==> config.mk <==
export PLATFORM = sky130hd
export DESIGN_NAME = pulse_watering_controller_top
export DESIGN_NICKNAME = d
export VERILOG_FILES = /design/src/pwc_pkg.sv /design/src/pulse_watering_controller_top.sv /design/src/pwc_cfg_regs.sv /design/src/pwc_core.sv
export SDC_FILE = /design/constraint.sdc
export NUM_CORES = 1
export LEC_CHECK = 0
export BUFFER_PORTS_ARGS = -buffer_cell sky130_fd_sc_hd__buf_4
export CORE_MARGIN = 3
export CORE_UTILIZATION = 50
export DETAILED_ROUTE_END_ITERATION = 8
export GPL_ROUTABILITY_DRIVEN = 0
export HOLD_SLACK_MARGIN = 0.06
export PLACE_DENSITY = 0.67
export SLEW_MARGIN = 25
export SYNTH_ARGS = -nofsm -noshare
export SYNTH_HDL_FRONTEND = slang
export SYNTH_SLANG_ARGS = --single-unit
==> constraint.sdc <==
create_clock -name clk -period 7.5 [get_ports clk]
set_input_delay 0.75 -clock clk [delete_from_list [all_inputs] [get_ports clk]]
set_output_delay 0.75 -clock clk [all_outputs]
set_load 0.02 [all_outputs]
==> src/pwc_pkg.sv <==
// ----------------------------------------------------------------------------
// pwc_pkg
// Shared types and constants for the pulse watering controller.
// ----------------------------------------------------------------------------
package pwc_pkg;

	localparam int unsigned MS_PER_MINUTE = 60 * 1000;

	// configuration register indexes
	localparam int CFG_IDX_W = 3;
	localparam logic [CFG_IDX_W-1:0] CFG_SAMPLE_INTERVAL = 3'd0;
	localparam logic [CFG_IDX_W-1:0] CFG_THRESHOLD       = 3'd1;
	localparam logic [CFG_IDX_W-1:0] CFG_RELAY_ON        = 3'd2;
	localparam logic [CFG_IDX_W-1:0] CFG_SETTLE          = 3'd3;
	localparam logic [CFG_IDX_W-1:0] CFG_MAX_PULSES      = 3'd4;

	// configuration reset values
	localparam logic [31:0] RST_SAMPLE_INTERVAL = 32'(30 * MS_PER_MINUTE);
	localparam logic [6:0]  RST_THRESHOLD       = 7'd40;
	localparam logic [31:0] RST_RELAY_ON        = 32'd5000;
	localparam logic [31:0] RST_SETTLE          = 32'd30000;
	localparam logic [7:0]  RST_MAX_PULSES      = 8'd5;

	typedef enum logic [1:0] {
		PH_IDLE   = 2'd0,
		PH_ON     = 2'd1,
		PH_SETTLE = 2'd2
	} phase_t;

	typedef enum logic [2:0] {
		EV_NONE  = 3'd0,
		EV_OK    = 3'd1,
		EV_START = 3'd2,
		EV_OFF   = 3'd3,
		EV_DONE  = 3'd4,
		EV_LIMIT = 3'd5,
		EV_NEXT  = 3'd6
	} event_t;

	typedef struct packed {
		logic [31:0] sample_interval_ms;
		logic [6:0]  moisture_threshold;
		logic [31:0] relay_on_ms;
		logic [31:0] settle_ms;
		logic [7:0]  max_pulses;
	} cfg_t;

	typedef struct packed {
		logic              relay_on;
		logic [1:0]        phase;
		logic [2:0]        event_res;
		logic signed [7:0] last_reading;
		logic [7:0]        pulses_done;
	} result_t;

endpackage

==> src/pulse_watering_controller_top.sv <==
// ----------------------------------------------------------------------------
// pulse_watering_controller_top
// Pulse watering controller: one request per millisecond tick, one result
// per request.
// ----------------------------------------------------------------------------
// Usage:
//   input channel  in_valid/in_ready carries moisture_pct, one request per tick
//   output channel out_valid/out_ready carries relay_on, phase, event_res,
//     last_reading and pulses_done after that tick
//   config channel cfg_valid/cfg_ready writes cfg_data to register cfg_index
//     (0 sample interval, 1 threshold, 2 relay on time, 3 settle time,
//     4 max pulses); cfg_ready is always high, write only while idle
// Pipeline: a request goes to an input register, then through the phase
//   update into the result register, from which its result is offered on
//   the output channel.
// Throughput: one request per cycle while out_ready is high; the phase
//   update and the counter compares fit between the input and result registers.
// Reset: phase idle, relay off, pulse count zero, last reading -1, elapsed
//   counters zero, registers to their defaults; both pipeline slots empty.
// Stall: while out_ready is low the result holds; the input register still
//   takes one more request, then in_ready drops until the result is taken.
// ----------------------------------------------------------------------------
module pulse_watering_controller_top #(
	parameter int TIMER_WIDTH = 32
) (
	input  logic                          clk,
	input  logic                          arst_n,
	input  logic                          in_valid,
	output logic                          in_ready,
	input  logic [6:0]                    moisture_pct,
	output logic                          out_valid,
	input  logic                          out_ready,
	output logic                          relay_on,
	output logic [1:0]                    phase,
	output logic [2:0]                    event_res,
	output logic signed [7:0]             last_reading,
	output logic [7:0]                    pulses_done,
	input  logic                          cfg_valid,
	output logic                          cfg_ready,
	input  logic [pwc_pkg::CFG_IDX_W-1:0] cfg_index,
	input  logic [31:0]                   cfg_data
);
	import pwc_pkg::*;

	cfg_t       cfg;
	result_t    res;
	result_t    res_s2;
	logic       valid_s1, valid_s2;
	logic [6:0] moisture_s1;
	logic       adv;
	logic       step;

	assign cfg_ready = 1'b1;

	pwc_cfg_regs u_cfg (
		.clk      (clk),
		.arst_n   (arst_n),
		.wr_en    (cfg_valid && cfg_ready),
		.wr_index (cfg_index),
		.wr_data  (cfg_data),
		.cfg      (cfg)
	);

	// pipeline advance control
	assign adv      = !valid_s2 || out_ready;
	assign step     = valid_s1 && adv;
	assign in_ready = !valid_s1 || adv;

	// input register
	always_ff @(posedge clk or negedge arst_n) begin
		if (!arst_n) begin
			valid_s1 <= 1'b0;
		end else if (in_ready) begin
			valid_s1 <= in_valid;
		end
	end

	always_ff @(posedge clk) begin
		if (in_valid && in_ready) moisture_s1 <= moisture_pct;
	end

	pwc_core #(
		.TIMER_WIDTH (TIMER_WIDTH)
	) u_core (
		.clk      (clk),
		.arst_n   (arst_n),
		.step     (step),
		.moisture (moisture_s1),
		.cfg      (cfg),
		.res      (res)
	);

	// result register
	always_ff @(posedge clk or negedge arst_n) begin
		if (!arst_n) begin
			valid_s2 <= 1'b0;
		end else if (adv) begin
			valid_s2 <= valid_s1;
		end
	end

	always_ff @(posedge clk) begin
		if (step) res_s2 <= res;
	end

	assign out_valid    = valid_s2;
	assign relay_on     = res_s2.relay_on;
	assign phase        = res_s2.phase;
	assign event_res    = res_s2.event_res;
	assign last_reading = res_s2.last_reading;
	assign pulses_done  = res_s2.pulses_done;

	// relay drive matches the pump-on phase
	a_relay_phase: assert property (@(posedge clk) disable iff (!arst_n)
		out_valid |-> (relay_on == (phase == PH_ON)))
		else $error("relay drive disagrees with phase");

	// a new watering run starts with a cleared pulse count
	a_start_clear: assert property (@(posedge clk) disable iff (!arst_n)
		(out_valid && event_res == EV_START) |-> (pulses_done == 8'd0))
		else $error("pulse count not cleared at watering start");

	// relay off always moves to settling
	a_off_settle: assert property (@(posedge clk) disable iff (!arst_n)
		(out_valid && event_res == EV_OFF) |-> (phase == PH_SETTLE && !relay_on))
		else $error("relay off without settling");

	// an empty result register never blocks new requests
	a_no_block: assert property (@(posedge clk) disable iff (!arst_n)
		!out_valid |-> in_ready)
		else $error("input stalled with empty result register");

endmodule

==> src/pwc_cfg_regs.sv <==
// ----------------------------------------------------------------------------
// pwc_cfg_regs
// Configuration register file, written one register per request.
// ----------------------------------------------------------------------------
module pwc_cfg_regs (
	input  logic                          clk,
	input  logic                          arst_n,
	input  logic                          wr_en,
	input  logic [pwc_pkg::CFG_IDX_W-1:0] wr_index,
	input  logic [31:0]                   wr_data,
	output pwc_pkg::cfg_t                 cfg
);
	import pwc_pkg::*;

	cfg_t cfg_q;

	// register writes, unknown indexes are dropped
	always_ff @(posedge clk or negedge arst_n) begin
		if (!arst_n) begin
			cfg_q.sample_interval_ms <= RST_SAMPLE_INTERVAL;
			cfg_q.moisture_threshold <= RST_THRESHOLD;
			cfg_q.relay_on_ms        <= RST_RELAY_ON;
			cfg_q.settle_ms          <= RST_SETTLE;
			cfg_q.max_pulses         <= RST_MAX_PULSES;
		end else if (wr_en) begin
			case (wr_index)
				CFG_SAMPLE_INTERVAL: cfg_q.sample_interval_ms <= wr_data;
				CFG_THRESHOLD:       cfg_q.moisture_threshold <= wr_data[6:0];
				CFG_RELAY_ON:        cfg_q.relay_on_ms        <= wr_data;
				CFG_SETTLE:          cfg_q.settle_ms          <= wr_data;
				CFG_MAX_PULSES:      cfg_q.max_pulses         <= wr_data[7:0];
				default: ;
			endcase
		end
	end

	assign cfg = cfg_q;

endmodule

==> src/pwc_core.sv <==
// ----------------------------------------------------------------------------
// pwc_core
// Controller state and the per-tick phase update.
// ----------------------------------------------------------------------------
module pwc_core #(
	parameter int TIMER_WIDTH = 32
) (
	input  logic             clk,
	input  logic             arst_n,
	input  logic             step,
	input  logic [6:0]       moisture,
	input  pwc_pkg::cfg_t    cfg,
	output pwc_pkg::result_t res
);
	import pwc_pkg::*;

	localparam int CW = (TIMER_WIDTH > 32) ? TIMER_WIDTH : 32;

	phase_t                 phase_q, phase_d;
	logic [7:0]             pulses_q, pulses_d;
	logic signed [7:0]      last_q, last_d;
	logic [TIMER_WIDTH-1:0] since_rd_q, since_rd_d, since_rd_inc;
	logic [TIMER_WIDTH-1:0] since_rl_q, since_rl_d, since_rl_inc;
	logic                   relay_q, relay_d;
	event_t                 ev;
	logic                   rd_due, on_due, settle_due;
	logic                   below;

	// saturating elapsed counters
	assign since_rd_inc = (&since_rd_q) ? since_rd_q : since_rd_q + 1'b1;
	assign since_rl_inc = (&since_rl_q) ? since_rl_q : since_rl_q + 1'b1;

	// interval compares at the wider of the two widths
	assign rd_due     = CW'(since_rd_inc) >= CW'(cfg.sample_interval_ms);
	assign on_due     = CW'(since_rl_inc) >= CW'(cfg.relay_on_ms);
	assign settle_due = CW'(since_rl_inc) >= CW'(cfg.settle_ms);
	assign below      = moisture < cfg.moisture_threshold;

	// phase update for one tick
	always_comb begin
		phase_d    = phase_q;
		pulses_d   = pulses_q;
		last_d     = last_q;
		since_rd_d = since_rd_inc;
		since_rl_d = since_rl_inc;
		relay_d    = relay_q;
		ev         = EV_NONE;
		case (phase_q)
			PH_ON: begin
				if (on_due) begin
					relay_d    = 1'b0;
					since_rl_d = '0;
					if (pulses_q != 8'hFF) pulses_d = pulses_q + 8'd1;
					phase_d    = PH_SETTLE;
					ev         = EV_OFF;
				end
			end
			PH_SETTLE: begin
				if (settle_due) begin
					last_d     = {1'b0, moisture};
					since_rd_d = '0;
					if (!below) begin
						phase_d = PH_IDLE;
						ev      = EV_DONE;
					end else if (pulses_q >= cfg.max_pulses) begin
						phase_d = PH_IDLE;
						ev      = EV_LIMIT;
					end else begin
						relay_d    = 1'b1;
						since_rl_d = '0;
						phase_d    = PH_ON;
						ev         = EV_NEXT;
					end
				end
			end
			default: begin
				phase_d = PH_IDLE;
				if (rd_due) begin
					last_d     = {1'b0, moisture};
					since_rd_d = '0;
					if (below) begin
						pulses_d   = '0;
						relay_d    = 1'b1;
						since_rl_d = '0;
						phase_d    = PH_ON;
						ev         = EV_START;
					end else begin
						ev = EV_OK;
					end
				end
			end
		endcase
	end

	// state registers
	always_ff @(posedge clk or negedge arst_n) begin
		if (!arst_n) begin
			phase_q    <= PH_IDLE;
			pulses_q   <= '0;
			last_q     <= -8'sd1;
			since_rd_q <= '0;
			since_rl_q <= '0;
			relay_q    <= 1'b0;
		end else if (step) begin
			phase_q    <= phase_d;
			pulses_q   <= pulses_d;
			last_q     <= last_d;
			since_rd_q <= since_rd_d;
			since_rl_q <= since_rl_d;
			relay_q    <= relay_d;
		end
	end

	// result of this tick
	assign res.relay_on     = relay_d;
	assign res.phase        = phase_d;
	assign res.event_res    = ev;
	assign res.last_reading = last_d;
	assign res.pulses_done  = pulses_d;

endmodule

== After elaboration in Yosys (flattened, before gate mapping) ==
Cells that the tools add are included.

* Bitwise logic cells: 0
* Eq/ne operators: 7
* Reductions and logical operators: 14
* Muxes and demuxes: 41
* $lt $le $gt $ge: 5
* Add/sub/neg operators: 3
* $mul: 0
* Div/mod/pow operators: 0
* Shift operators: 0

{| class="wikitable"
|+ Operators by type and width
! operator !! number
|-
| 2-to-1 mux 32 bit || 10
|-
| one-hot mux 32 bit (2 select lines) || 2
|-
| greater-or-equal comparator 32 bit || 3
|-
| adder 32 x 1 -> 32 bit (second input constant) || 2
|-
| AND reduction 32 bit || 2
|-
| 2-to-1 mux 8 bit || 6
|-
| one-hot mux 8 bit (2 select lines) || 2
|-
| 2-to-1 mux 2 bit || 7
|-
| AND reduction 2 bit || 5
|-
| 2-to-1 mux 3 bit || 3
|-
| adder 8 x 1 -> 8 bit (second input constant) || 1
|-
| greater-or-equal comparator 8 bit || 1
|-
| 2-to-1 mux 1 bit || 8
|-
| != test 8 bit (second input constant) || 1
|-
| less-than comparator 7 bit || 1
|-
| == test 3 x 2 -> 1 bit (second input constant) || 2
|-
| one-hot mux 3 bit (2 select lines) || 1
|-
| one-hot mux 2 bit (2 select lines) || 1
|-
| == test 3 x 1 -> 1 bit (second input constant) || 1
|-
| == test 3 bit (second input constant) || 1
|-
| zero test 3 bit || 1
|-
| == test 2 x 1 -> 1 bit (second input constant) || 1
|-
| == test 2 bit (second input constant) || 1
|-
| logical AND 1 bit || 2
|-
| other kinds (3) || 5
|}

* Logic and storage cells: 89
* Memories kept: 0
* Output and inout bits: 25
* RAM bits: 0
* Input bits: 47
* Latch bits: 0
* ROM bits: 0
* Register bits after elaboration: 225

== Logic depth before layout (Yosys ltp) ==
* Depth after elaboration: 6
* Depth in mapped cells: 20
* Depth with buffers taken out: 17

== By module ==
A second synthesis with hierarchy kept.

* Cells, all modules: 1,349
* Area total of the unflattened synthesis: 13,713.2 um^2

{| class="wikitable"
|+ By module, submodules not included
! module !! seq. area each (um^2) !! area an instance (um^2) !! instances !! cells an instance
|-
| pwc_core || 2,087.0 || 8,505.7 || 1 || 1,071
|-
| pwc_cfg_regs || 2,811.4 || 4,221.5 || 1 || 239
|-
| pulse_watering_controller_top || 920.9 || 985.9 || 1 || 39
|}

== Worst setup path before layout ==
OpenSTA, ideal clock, no wires.

* Path kind: flip-flop to flip-flop
* Start point: register u_core.since_rl_q[0]
* End point: register res_s2 (netlist bit last_reading[0]) (data pin)
* Cell stages (with the launch flop): 21
* Path slack: 3.106 ns
* Arrival: 4.137 ns
* Setup time: 0.256 ns
* Data required time: 7.244 ns
* Clock period less this slack: 4.394 ns
* Path buffers: 3
* Cells stage by stage: dfrtp_1 -> ha_1 -> and2_1 -> nand3_1 -> or4_1 -> buf_2 -> nor2b_2 -> nand3_1 -> nor2_1 -> xor2_1 -> ha_1 -> a21oi_1 -> o21ai_1 -> a2111oi_1 -> a31oi_2 -> o21ai_1 -> nor2_1 -> or2_2 -> clkbuf_1 -> buf_2 -> a22o_1

{| class="wikitable"
|+ RTL lines
! item !! RTL line !! source
|-
| from (decl) || pwc_core.sv:23 || <nowiki>logic [TIMER_WIDTH-1:0] since_rl_q, since_rl_d, since_rl_inc;</nowiki>
|-
| from (signal assigned) || pwc_core.sv:109 || <nowiki>since_rl_q <= since_rl_d;</nowiki>
|-
| to (signal assigned) || pulse_watering_controller_top.sv:103 || <nowiki>if (step) res_s2 <= res;</nowiki>
|-
| to (decl) || pulse_watering_controller_top.sv:47 || <nowiki>result_t res_s2;</nowiki>
|}

== Final worst setup path ==
* Start point: register u_core.since_rl_q[0]
* End point: register u_core.since_rd_q[3]

* Word-level cells in the longest chain between the ends: 5
* Elaborated cells on any way between the ends: 6
* Those cells by class: 1 x add/sub; 1 x order compare; 3 x mux; 1 x reduce/logical

{| class="wikitable"
|+ RTL lines
! item !! RTL line !! source
|-
| adder 32 x 1 -> 32 bit or AND reduction 32 bit (tied branches) || pwc_core.sv:31 || <nowiki>assign since_rl_inc = (&since_rl_q) ? since_rl_q : since_rl_q + 1'b1;</nowiki>
|-
| 2-to-1 mux 32 bit (*) || pwc_core.sv:31 ||
|-
| greater-or-equal comparator 32 bit (*) || pwc_core.sv:36 || <nowiki>assign settle_due = CW'(since_rl_inc) >= CW'(cfg.settle_ms);</nowiki>
|-
| 2-to-1 mux 32 bit (*) || pwc_core.sv:59 || <nowiki>if (settle_due) begin</nowiki>
|-
| one-hot mux 32 bit (2 select lines) (*) || pwc_core.sv:48 || <nowiki>case (phase_q)</nowiki>
|-
| to (signal assigned) || pwc_core.sv:108 || <nowiki>since_rd_q <= since_rd_d;</nowiki>
|-
| to (decl) || pwc_core.sv:22 || <nowiki>logic [TIMER_WIDTH-1:0] since_rd_q, since_rd_d, since_rd_inc;</nowiki>
|}

Mark *: on every way between the ends. The rest lies on a longest branch, timed or not.
A chain may end at the register's enable or synchronous reset.

==> metrics.md <==
| Metric | Value |
|---|---|
| Antenna diodes | `0` |
| Post-CTS Repair Setup Buffers | `0` |
| Post-synth top area cell | `dfrtp_1` |
| Worst r2r src | `u_core.since_rl_q[0]$_DFFE_PN0P_` |
| Cell Chain, Critical Path | `ha_1 -> and2_1 -> nand3_1 -> or4_1 -> nor2b_2 -> nand3_1 -> nor2_1 -> xor2_1 -> ha_1 -> a21oi_1 -> o21ai_1 -> a2111oi_1 -> a31oi_2 -> o31a_1 -> or2_1 -> nor2_1 -> a22o_1` |
| Hold_ws | `0.0722 ns` |
| Detail Route Antenna Nets | `0` |
| Final std cells w/o fill | `1754` |
| Number of synthesized flops with an enable pin | `29` |
| Hold WC Path Type | `primary input to asynchronous set/reset pin` |
| Post-synthesis sequential area ratio | `0.445` |
| Reg clk slew, reported paths | `0.06 ns` |
| Horiz. Die Dim | `168 um` |
| Max-cap violations | `0` |
| Synth top cells by count | `nand2_1 (166), dfrtp_1 (161), inv_1 (118)` |
| Final Max Slew Viols | `0` |
| Filler Cells Inserted | `2194` |
| Share of layout cells above drive strength 1 | `0.152` |
| Design Area, Final | `14800 um2` |
| Reg2reg path depth | `17` |
| TNS Setup | `0 ns` |
| Post-Syn Instances | `1348` |
| TritonCTS clock tree | `done` |
| Port buffer count | `70` |
| Max Clock Freq | `roughly 180 MHz` |
| Synth top area share | `0.308` |
| Crit-path max FO | `13` |
| CTS Buffer Depth | `3` |
| Setup Skew | `0.0101 ns` |
| Final Hold Vio Count | `0` |
| Slew @ Worst Pin | `0.842 ns` |
| Arr. time, crit path | `5.97 ns` |
| # H-tree levels | `1` |
| Worst VDD drop | `0.000203 V` |
| Core area | `25500 um2` |
| Critical Path End Type | `register` |
| R2r setup slk | `2.01 ns` |
| Main synth FF type | `dfrtp_1` |
| Min Tclk post-route | `5.49 ns` |
| Area contributors post-synth | `dfrtp_1 (31%), ha_1 (11%), dfstp_2 (7.0%), edfxtp_1 (6.7%), nand2_1 (4.8%)` |
| Num rows | `58` |
| Clock sink count | `225` |
| Root buffer cell | `clkbuf_16` |
| Vias per cell | `between 5 and 6` |
| Skew-Pair Late Insertion Delay | `roughly 0.54 ns` |
| Run status | `complete, no violations` |
| Setup crit end | `u_core.since_rd_q[3]$_DFFE_PN0P_` |
| # IOs | `between 70 and 80` |
| DRT Pass-1 Iters | `5` |
| CP Class | `register to register` |
| Placed Instances | `1705` |
| DR vias | `10064` |
| Slowest stage delay, CP | `0.69 ns` |
| Critical Path RT | `about 8 ns` |
| Area Growth Syn to Fin | `12.9%` |
| Die area | `approximately 28000 um2` |
| DR WL/cell | `approximately 18 um` |
| Worst path slowest cell | `or4_1` |
| Nets | `roughly 1600` |
| Period Utilization, post-route | `0.732` |
| Post-synthesis register bit count | `225` |
| Post-synthesis net count | `1510` |
| Placed Area | `13900 um2` |
| Drt first-iter violations | `between 700 and 800` |
| Starting Density | `0.514` |
| Syn avg cell area | `slightly below 10 um2` |
| Vias in the first global route | `9819` |
| Syn. warnings | `0` |
| Unique cell type count in the Yosys netlist | `77` |
| Post-CTS Resized | `0` |
| Routed wire length | `31300 um` |
| Initial antenna violation count | `0` |
| Tot GR Track Use | `0.222` |
| Ys async rst share | `0.871` |
| Slew HR | `0.437` |
| Die extent in y | `approximately 170 um` |
| Cell Area, Synth | `13100 um2` |
| Final HPWL DP | `22100 um` |
| Post-CTS Hold Buffers | `0` |
| Global-route wire length before repair | `51400 um` |
| RSZ-0062 raised after global routing | `no` |
| Critical Path Source | `u_core.since_rl_q[0]$_DFFE_PN0P_` |
| Largest net degree at the start of global routing | `119` |
| Final core utilization | `0.580` |
| Remaining DRCs | `0` |
| Pwr dens | `between 200 and 300 nW/um2` |
| Grt total ovfl | `0` |
| End of the worst register-to-register path | `u_core.since_rd_q[3]$_DFFE_PN0P_` |
| Leak | `6.89 nW` |
| Cell with the most instances after synthesis | `nand2_1` |
| Final Setup Violations | `0` |
| TritonCTS Buffers | `26` |
| Crit start category | `register` |
layout by cell type (no fill, tap or decap), types with 5 or more instances in the layout:
cell type	Yosys	layout
nand2_1	166	165
dfrtp_1	161	161
inv_1	118	118
ha_1	115	115
o21ai_0	113	113
buf_4	2	75
nor2_1	69	69
a21oi_1	47	46
nand3_1	41	41
xor2_1	37	37
mux2_2	37	37
a22o_1	37	37
dfstp_2	35	35
xnor2_1	32	32
edfxtp_1	29	29
clkbuf_16	0	27
nor3_1	25	25
nand4_1	22	22
and3_1	20	20
a21o_1	16	16
nand2b_1	13	13
o21a_1	12	12
a31oi_1	12	12
and2_1	9	9
or3_1	8	8
a32o_1	8	8
clkbuf_1	34	8
nor2b_1	7	7
o211ai_1	7	7
and4_1	6	6
a31o_2	6	6
a211oi_1	6	6
o2bb2ai_1	6	6
o21ai_1	5	5
a211o_1	5	5
clkbuf_8	0	5
cell families after synthesis:
family / after synthesis / share of synthesized area
flip-flops: 225 / 0.445
buffers and inverters: 170 / 0.0515
XOR/XNOR: 70 / 0.0474
AND/OR/NAND/NOR: 418 / 0.157
other: 1 / 0.000287
AO/OA/AOI/OAI: 308 / 0.154
multiplexers: 41 / 0.0349
adder cells (fa/ha/maj): 115 / 0.110
per-stage QoR:
| stage | worst slack, ns | total power, W |
|---|---|---|
| 3_5_place_dp | 2.00 | 0.00257 |
| 5_1_grt | 1.53 | 0.00408 |
| 2_1_floorplan | 3.11 | 0.00226 |
| 3_3_place_gp | 2.15 | 0.00253 |
| 6_report | 2.01 | 0.00384 |
| 4_1_cts | 1.99 | 0.00387 |
state kept, by name, summed over array words and instances (netlist names), 3 cells and up:
| register | flops |
|---|---|
| u_cfg.cfg | 111 |
| u_core.since_rd_q | 32 |
| u_core.since_rl_q | 32 |
| last_reading | 8 |
| pulses_done | 8 |
| u_core.last_q | 8 |
| u_core.pulses_q | 8 |
| moisture_s1 | 7 |
| event_res | 3 |
layer usage:
layer  vias to the layer above  track usage  part of all wire
met5                         -            0                 0
met1                      4902        0.318              0.47
met2                       236        0.356              0.45
li1                       4874            -                 -
met4                         0       0.0601             0.026
met3                        52       0.0307             0.053
critical path: cells and delay by family, from the launching register on:
kind / cells / cell delay, ns
xor+xnor: 1 / 0.22
simple gates: 8 / 2.70
flops: 1 / 0.42
compound gates: 6 / 1.60
fa+ha+maj: 2 / 0.47
power by group:
| part | switching (W) | leakage, nW | internal (W) |
|---|---|---|---|
| clock network | 0.000505 | 0.425 | 0.000775 |
| logic | 0.000609 | 3.77 | 0.000385 |
| registers | 0.000113 | 2.69 | 0.00145 |
| total | 0.00123 | 6.89 | 0.00261 |
cell type report:
| cell class | count | area (um2) | share of cell area |
|---|---|---|---|
| clock buffers | 40 | 774 | 0.0525 |
| clock inverters | 8 | 87.6 | 0.00593 |
| inverters | 120 | 450 | 0.0305 |
| multi-input cells | 953 | 6600 | 0.447 |
| flip-flops and latches | 225 | 5820 | 0.394 |
| well taps | 330 | 413 | 0.0280 |
| repair buffers | 78 | 617 | 0.0418 |
worst min-delay path by stage:
| stage | from | cells past startpoint | to |
|---|---|---|---|
| 3_5_place_dp | u_core.last_q[7]$_DFFE_PN1P_ | 1 | u_core.last_q[7]$_DFFE_PN1P_ |
| 6_report | arst_n | 1 | u_cfg.cfg[60]$_DFFE_PN0P_ |
| 3_3_place_gp | u_core.last_q[7]$_DFFE_PN1P_ | 1 | u_core.last_q[7]$_DFFE_PN1P_ |
| 4_1_cts | moisture_pct[0] | 1 | moisture_s1[0]$_DFFE_PP_ |
| 5_1_grt | arst_n | 1 | u_cfg.cfg[62]$_DFFE_PN0P_ |
| 2_1_floorplan | arst_n | 0 | out_valid$_DFFE_PN0P_ |
Note: power is estimated with default switching activity, not from simulation.
